===== config.mk =====
export PLATFORM = sky130hd
export DESIGN_NAME = twtm_ram
export DESIGN_NICKNAME = d
export VERILOG_FILES = /design/src/rtl/timing_wheel_timer_manager_top_macros.svh /design/src/rtl/twtm_ram.sv
export SDC_FILE = /design/constraint.sdc
export NUM_CORES = 1
export LEC_CHECK = 0
export ABC_AREA = 0
export BUFFER_PORTS_ARGS = -buffer_cell sky130_fd_sc_hd__buf_4
export CORE_MARGIN = 2
export CORE_UTILIZATION = 55
export CTS_CLUSTER_DIAMETER = 40
export DETAILED_ROUTE_END_ITERATION = 8
export PLACE_DENSITY = 0.79
export RECOVER_POWER = 25
export SYNTH_ARGS = -nofsm -noshare
export SYNTH_HDL_FRONTEND = slang
export SYNTH_SLANG_ARGS = --single-unit

===== constraint.sdc =====
create_clock -name clk -period 1.9 [get_ports clk]
set_input_delay 0.095 -clock clk [delete_from_list [all_inputs] [get_ports clk]]
set_output_delay 0.095 -clock clk [all_outputs]
set_load 0.005 [all_outputs]

===== src/rtl/timing_wheel_timer_manager_top_macros.svh =====
// Assertion macros for the timer manager RTL.
// Depends on nothing; included by modules that carry assertions.
`ifndef TIMING_WHEEL_TIMER_MANAGER_TOP_MACROS_SVH
`define TIMING_WHEEL_TIMER_MANAGER_TOP_MACROS_SVH
`ifndef SYNTHESIS
`define TWT_ASSERT(label, clk, rst_n, prop, msg) \
    label: assert property (@(posedge clk) disable iff (!rst_n) prop) else $error(msg);
`define TWT_ASSERT_NR(label, clk, prop, msg) \
    label: assert property (@(posedge clk) prop) else $error(msg);
`else
`define TWT_ASSERT(label, clk, rst_n, prop, msg)
`define TWT_ASSERT_NR(label, clk, prop, msg)
`endif
`endif


===== src/rtl/twtm_ram.sv =====
// Generic single-port-write, single-read synchronous RAM with registered read.
// Depends on nothing.
module twtm_ram #(
    parameter int WIDTH = 8,
    parameter int DEPTH = 16
) (
    input  logic                     clk,
    input  logic                     we,
    input  logic [$clog2(DEPTH)-1:0] waddr,
    input  logic [WIDTH-1:0]         wdata,
    input  logic [$clog2(DEPTH)-1:0] raddr,
    output logic [WIDTH-1:0]         rdata
);
    logic [WIDTH-1:0] mem [DEPTH];

    always_ff @(posedge clk)
    begin
        if (we)
        begin
            mem[waddr] <= wdata;
        end
        rdata <= mem[raddr];
    end
endmodule


; ---- Yosys cells after proc, flatten, opt, wreduce, memory -nomap -nowiden
; Memory sizes are Yosys's and may differ from the RTL's. A register that Yosys moved wholly into a read port is not among the register bits.
; Index checks and enable logic that the tools add are counted.
[word_totals]
word_cells = 3
input_bits = 18
ramBits = 128
n_memories = 1
register_bits = 0
[mem_list]
columns = name, depth, width, read_ports, rd_clocked_by_memory_dff, write_ports, line_no
row1 = mem, 16, 8, 1, 1, 1, twtm_ram.sv:14  ; logic [WIDTH-1:0] mem [DEPTH];
[op_classes]
mux = 2
[ops]
columns = cell, n
row1 = two-way mux 1 bit, 2

; ---- Longest topological paths before layout
; Gate-level depths: netlist of the first run.
[logic_depth]
depth_word = 2
ltp_mapped = 5
depth_no_buf = 3

; ---- Worst setup path after synthesis of the first run
; OpenSTA, ideal clock, no wires.
[synth_timing]
kind = input-to-reg
startpoint = in waddr[2]
endpoint = mem mem[0][0] (enable)
cell_stages = 2
setup_time_ps = 383
arrival_ps = 1205
path_slack_ps = 312
n_path_buf = 0
path_cell_list = or3b_2 > nor3_1
[synth_lines]
columns = element, line_no
row1 = from (decl), twtm_ram.sv:9  ; input logic [$clog2(DEPTH)-1:0] waddr,
row2 = to (decl), twtm_ram.sv:14
; No word-level cell before the write port.

==> out/results.txt, run 1 <==
# IOs: 26
clk buf depth: 2
P_int: 5.61 mW
setup_tns: 0 ns
crit end category: flop
relative slew slack: 51.4%
outcome: finished clean
initial antenna violation count: 0
Post-Syn Area per Cell: 22.5 um2
flop and latch count out of synthesis: 136
Tmin final: 1.42 ns
startpoint types: flop
DR iter-0 viols: 225
dpl hpwl: 6.04 mm
Final WS setup: 0.476 ns
Worst Path Arrival: 1.80 ns
row count: 35
Slew @ Worst Pin: 0.726 ns
H-tree depth: 4
layout cells sized above 1: 28.3%
Via density: 6.01
routed vias: 2,493
Comb pwr share: 4.9%
fin crit share: 74.9%
post-route clock skew: 0.0143 ns
HP Class: input pin to flop
post-cts resize count: 0
CP Max Fanout: 1
DRT antenna net count: 0
leakage power: 2.13 nW
Mapped Area: 5150 um2
# diodes: 0
P&R area growth vs syn: 20.6%
total gr overflow: 0
largest net degree at the start of global routing: 33
setup violators final: 0
RSZ-0062 raised after global routing: false
routed wire length: 10.3 mm
Seq/Total Area, Yosys: 77.8%
DRC: 0
vias in the first global route: 2,637
Inserted Clock Buffers: 17
net switching power figure: 1.32 mW
Total GRT Usage: 22.7%
Skew-Pair Late Insertion Delay: 0.51 ns
Avg WL per Cell: 24.7 um
Cells after Synth: 229
CTS tree: done
Post-Syn Nets: 247
Clock Root Buffer: clkbuf_8
chip width: 101 um
CP Class: flop to flop
Hold Buf Count CTS: 8
die area: 10,100 um2
Core ar.: 9150 um2
CTS Sinks: 136
required time of the critical path: 2.28 ns
Reg power frac: 48.7%
Die Ht: 101 um
maximum VDD drop: 0.000621 V
Initial Util: 56.2%
Sw Ratio: 19.1%
# fillers: 535
GP Congestion: 0.803
clock-pin slew on the worst setup and hold paths: 0.06 ns
fmax: 702 MHz
Clock power frac: 46.4%
I/O Buffers: 25
# Post-CTS Setup Buffers: 0
first-pass GRT wire length: 15.8 mm
P per Cell Area: 1120 nW/um2
number of max-cap violations: 0
Hold Fails Final Rpt: 0
# nets final: 309
Slew Limit Fails: 0
Cell variety after synth: 19
Pre-antenna DRT Iters: 4
Yosys warning count: 0
pre-CTS WS: 0.353 ns
path summary, 6_finish.rpt:
| kind | from | endpoint | slack, ns | cells past startpoint |
|---|---|---|---|---|
| max | mem[5][0]$_DFFE_PP_ | rdata[0]$_DFF_P_ | 0.48 | 3 |
| min | waddr[0] | mem[4][7]$_DFFE_PP_ | 0.12 | 3 |
| max reg2reg | mem[5][0]$_DFFE_PP_ | rdata[0]$_DFF_P_ | 0.48 | 3 |
| min reg2reg | mem[14][5]$_DFFE_PP_ | rdata[5]$_DFF_P_ | 0.66 | 3 |
cell families after synthesis:
kind of cell           synth area share (%)
flip-flops                             77.8
AND/OR/NAND/NOR                        3.18
AO/OA/AOI/OAI                          2.33
multiplexers                           15.0
buffers and inverters                  1.68
power groups by stage:
stage	Sequential [mW]	Clock, mW	Combinational, mW
final	3.38	3.22	0.337
after global placement	3.43	0	0.317
after floorplan	3.43	0	0.170
after detailed placement	3.44	0	0.326
after global routing	3.38	3.38	0.367
after CTS	3.38	3.26	0.347
area by class of cell:
| type | instances | area (um2) | share of cell area, % |
|---|---|---|---|
| Tap cell | 111 | 139 | 2.24 |
| Timing Repair Buffer | 53 | 417 | 6.71 |
| Sequential cell | 136 | 4000 | 64.5 |
| Clock buffer | 23 | 467 | 7.52 |
| Clock inverter | 9 | 123 | 1.98 |
| Multi-Input combinational cell | 83 | 1060 | 17.0 |
worst max-delay path, stage by stage (launching register included):
cell and delay [ns]:
edfxtp_1 0.38, mux4_1 0.57, a22oi_1 0.27, nand2_1 0.08
per-layer routing:
| layer | vias up | part of all wire (%) | global-route usage, % |
|---|---|---|---|
| met5 | - | 0 | 0 |
| met4 | 0 | 2.1 | 9.59 |
| met3 | 16 | 5.2 | 4.79 |
| met2 | 109 | 51 | 36.4 |
| met1 | 1273 | 42 | 30.8 |
| li1 | 1095 | - | - |
stage by stage:
stage | area (um2) | cells | total power, mW | hold WS [ns] | utilization, %
floorplan | 5150 | 229 | 3.60 | 0.194 | -
global placement | 5560 | 375 | 3.75 | 0.393 | 60.8
detailed placement | 5560 | 375 | 3.77 | 0.412 | 60.8
CTS | 6230 | 415 | 6.99 | 0.0880 | 68.1
global route | 6210 | 415 | 7.13 | 0.111 | 67.8
finish | 6210 | 415 | 6.93 | 0.116 | 67.8
cells in the final DEF (no fill, tap or decap), drive strengths merged:
cell	synthesis	routed
clkbuf	0	30
clkinvlp	0	1
nand2	9	9
nor2b	1	1
nor3	4	4
dlygate4sd3	0	8
nand2b	2	2
nand3b	2	2
mux4	32	32
and2	1	1
edfxtp	128	128
buf	7	38
clkinv	0	5
nand3	1	1
dfxtp	8	8
and2b	1	1
nor2	13	13
bufinv	0	3
a22oi	16	16
or3b	1	1
cell usage after synthesis:
cell type / count / share of area, %
a22oi_1: 16 / 2.3
and2_1: 1 / 0.12
and2b_1: 1 / 0.15
buf_2: 3 / 0.29
buf_4: 1 / 0.15
buf_6: 3 / 0.66
clkdlybuf4s25_2: 3 / 0.58
dfxtp_1: 8 / 3.1
edfxtp_1: 128 / 75
mux4_1: 14 / 7.1
mux4_2: 18 / 7.9
nand2_1: 9 / 0.66
nand2b_1: 2 / 0.24
nand3_1: 1 / 0.097
nand3b_1: 2 / 0.29
nor2_1: 13 / 0.95
nor2b_1: 1 / 0.12
nor3_1: 4 / 0.39
or3b_2: 1 / 0.17
sequential cells by signal (all words and copies together), names as in the netlist:
| name | count |
|---|---|
| mem | 128 |
| rdata | 8 |
Power figures use the tool's default switching activity.
==> run 2, diff against run 1 <==
Clock period 1.9 ns to 1.4 ns, I/O delays scaled along.
==> out/results.txt, run 2 (synthesis results as in run 1) <==
H-tree depth: 4
commonest non-fill, non-tap cell in the layout: edfxtp_1
total gr overflow: 0
Max stage delay on crit path: 0.54 ns
CP Max Fanout: 1
crit path cell chain: mux4_1, a22oi_2, nand2_1
clock-pin slew on the worst setup and hold paths: 0.06 ns
Top reg by flops: mem
post-route clock skew: 0.00855 ns
clk buf depth: 2
Die Ht: 101 um
CTS Sinks: 136
fmax: 727 MHz
leakage power: 2.15 nW
CP Class: flop to flop
Worst Setup SP: mem[1][3]$_DFFE_PP_
die area: 10,100 um2
Crit path buffers/inverters: 0
DRT antenna net count: 0
dpl hpwl: 6.13 mm
# fillers: 537
DRC: 0
Worst Path Arrival: 1.77 ns
P&R area growth vs syn: 21.5%
Pre-antenna DRT Iters: 4
commonest non-fill, non-tap cells in the layout: edfxtp_1, buf_4, mux4_2
max FFs per register: 128
RR Startpoint: mem[1][3]$_DFFE_PP_
Largest regs: mem x128, rdata x8
CTS tree: done
Pwr Total: 9.15 mW
relative slew slack: 49.0%
Slew @ Worst Pin: 0.765 ns
row count: 35
Skew-Pair Late Insertion Delay: 0.51 ns
HP Class: input pin to flop
Hold Fails Final Rpt: 0
fin crit share: 98.3%
Core Util, Final: 68.4%
DR iter-0 viols: 253
routed vias: 2,530
Total GRT Usage: 21.6%
Via density: 5.94
crit-path leading delay family: multiplexers
I/O Buffers: 25
initial antenna violation count: 0
maximum VDD drop: 0.000978 V
hold_sp: raddr[2]
largest net degree at the start of global routing: 25
first-pass GRT wire length: 15.1 mm
chip width: 101 um
crit end category: flop
vias in the first global route: 2,593
Inserted Clock Buffers: 17
Avg WL per Cell: 23.1 um
# nets final: 320
required time of the critical path: 1.79 ns
setup_tns: 0 ns
# diodes: 0
routed wire length: 9.86 mm
Core ar.: 9150 um2
P per Cell Area: 1460 nW/um2
startpoint types: flop
Slew Limit Fails: 0
layout cells sized above 1: 31.4%
crit path max-delay cell type: mux4_1
setup violators final: 0
number of max-cap violations: 0
# IOs: 26
Tmin final: 1.38 ns
GP Congestion: 0.877
Initial Util: 56.2%
outcome: finished clean
Clock Root Buffer: clkbuf_8
## run 2: cell types whose count changed in the layout (fill, tap and decap cells not counted), sizes merged
cell      previous run  this run
clkbuf              30        28
clkinv               5        10
bufinv               3         2
clkinvlp             1         2
buf                 38        46
## run 2: worst paths after layout
kind,endpoint,depth (start not counted),slack (ns)
setup / recovery,rdata[3]$_DFF_P_,3,0.02
hold / removal,rdata[0]$_DFF_P_,4,0.04
setup reg to reg,rdata[3]$_DFF_P_,3,0.02
hold reg to reg,rdata[4]$_DFF_P_,3,0.67
## run 2: timing repair
| item | CTS | global route |
|---|---|---|
| gates resized for setup | 1 | 3 |
| hold buffers | 8 | 0 |
| setup buffers | 0 | 0 |
| endpoints found under the hold margin | 128 | 0 |
| endpoints found under the setup margin | 1 | 3 |
| pin swaps | 0 | 1 |
## run 2: layout make-up
| cell class | count | area, um2 | share of cell area, % |
|---|---|---|---|
| clock buffers | 18 | 418 | 6.68 |
| multi-input cells | 83 | 1070 | 17.2 |
| well taps | 111 | 139 | 2.22 |
| repair buffers | 64 | 488 | 7.80 |
| clock inverters | 14 | 134 | 2.14 |
| flip-flops and latches | 136 | 4000 | 64.0 |
## run 2: worst register-to-register path: stages (launching register included)
cell      delay [ns]
edfxtp_1        0.36
mux4_1          0.54
a22oi_2         0.26
nand2_1         0.10
## run 2: routing by layer
| metal | share of wire [%] | track usage [%] |
|---|---|---|
| met1 | 43 | 29.9 |
| met2 | 48 | 31.9 |
| met3 | 5.7 | 5.89 |
| met4 | 2.7 | 11.3 |
| met5 | 0 | 0 |
## run 2: power by group
group / switching, mW / total (mW) / internal (mW)
Sequential: 0.0302 / 4.58 / 4.55
Clock: 1.59 / 4.10 / 2.51
Combinational: 0.241 / 0.472 / 0.231
## run 2: per-stage QoR
| step | instances | cell area, um2 | worst slack [ns] | hold WS (ns) |
|---|---|---|---|---|
| after floorplan | 229 | 5150 | 0.0639 | 0.169 |
| after global placement | 386 | 5650 | -0.149 | 0.369 |
| after detailed placement | 386 | 5650 | -0.148 | 0.380 |
| after CTS | 426 | 6290 | 0.0349 | 0.00762 |
| after global routing | 426 | 6260 | -0.00611 | 0.0598 |
| final | 426 | 6260 | 0.0237 | 0.0435 |
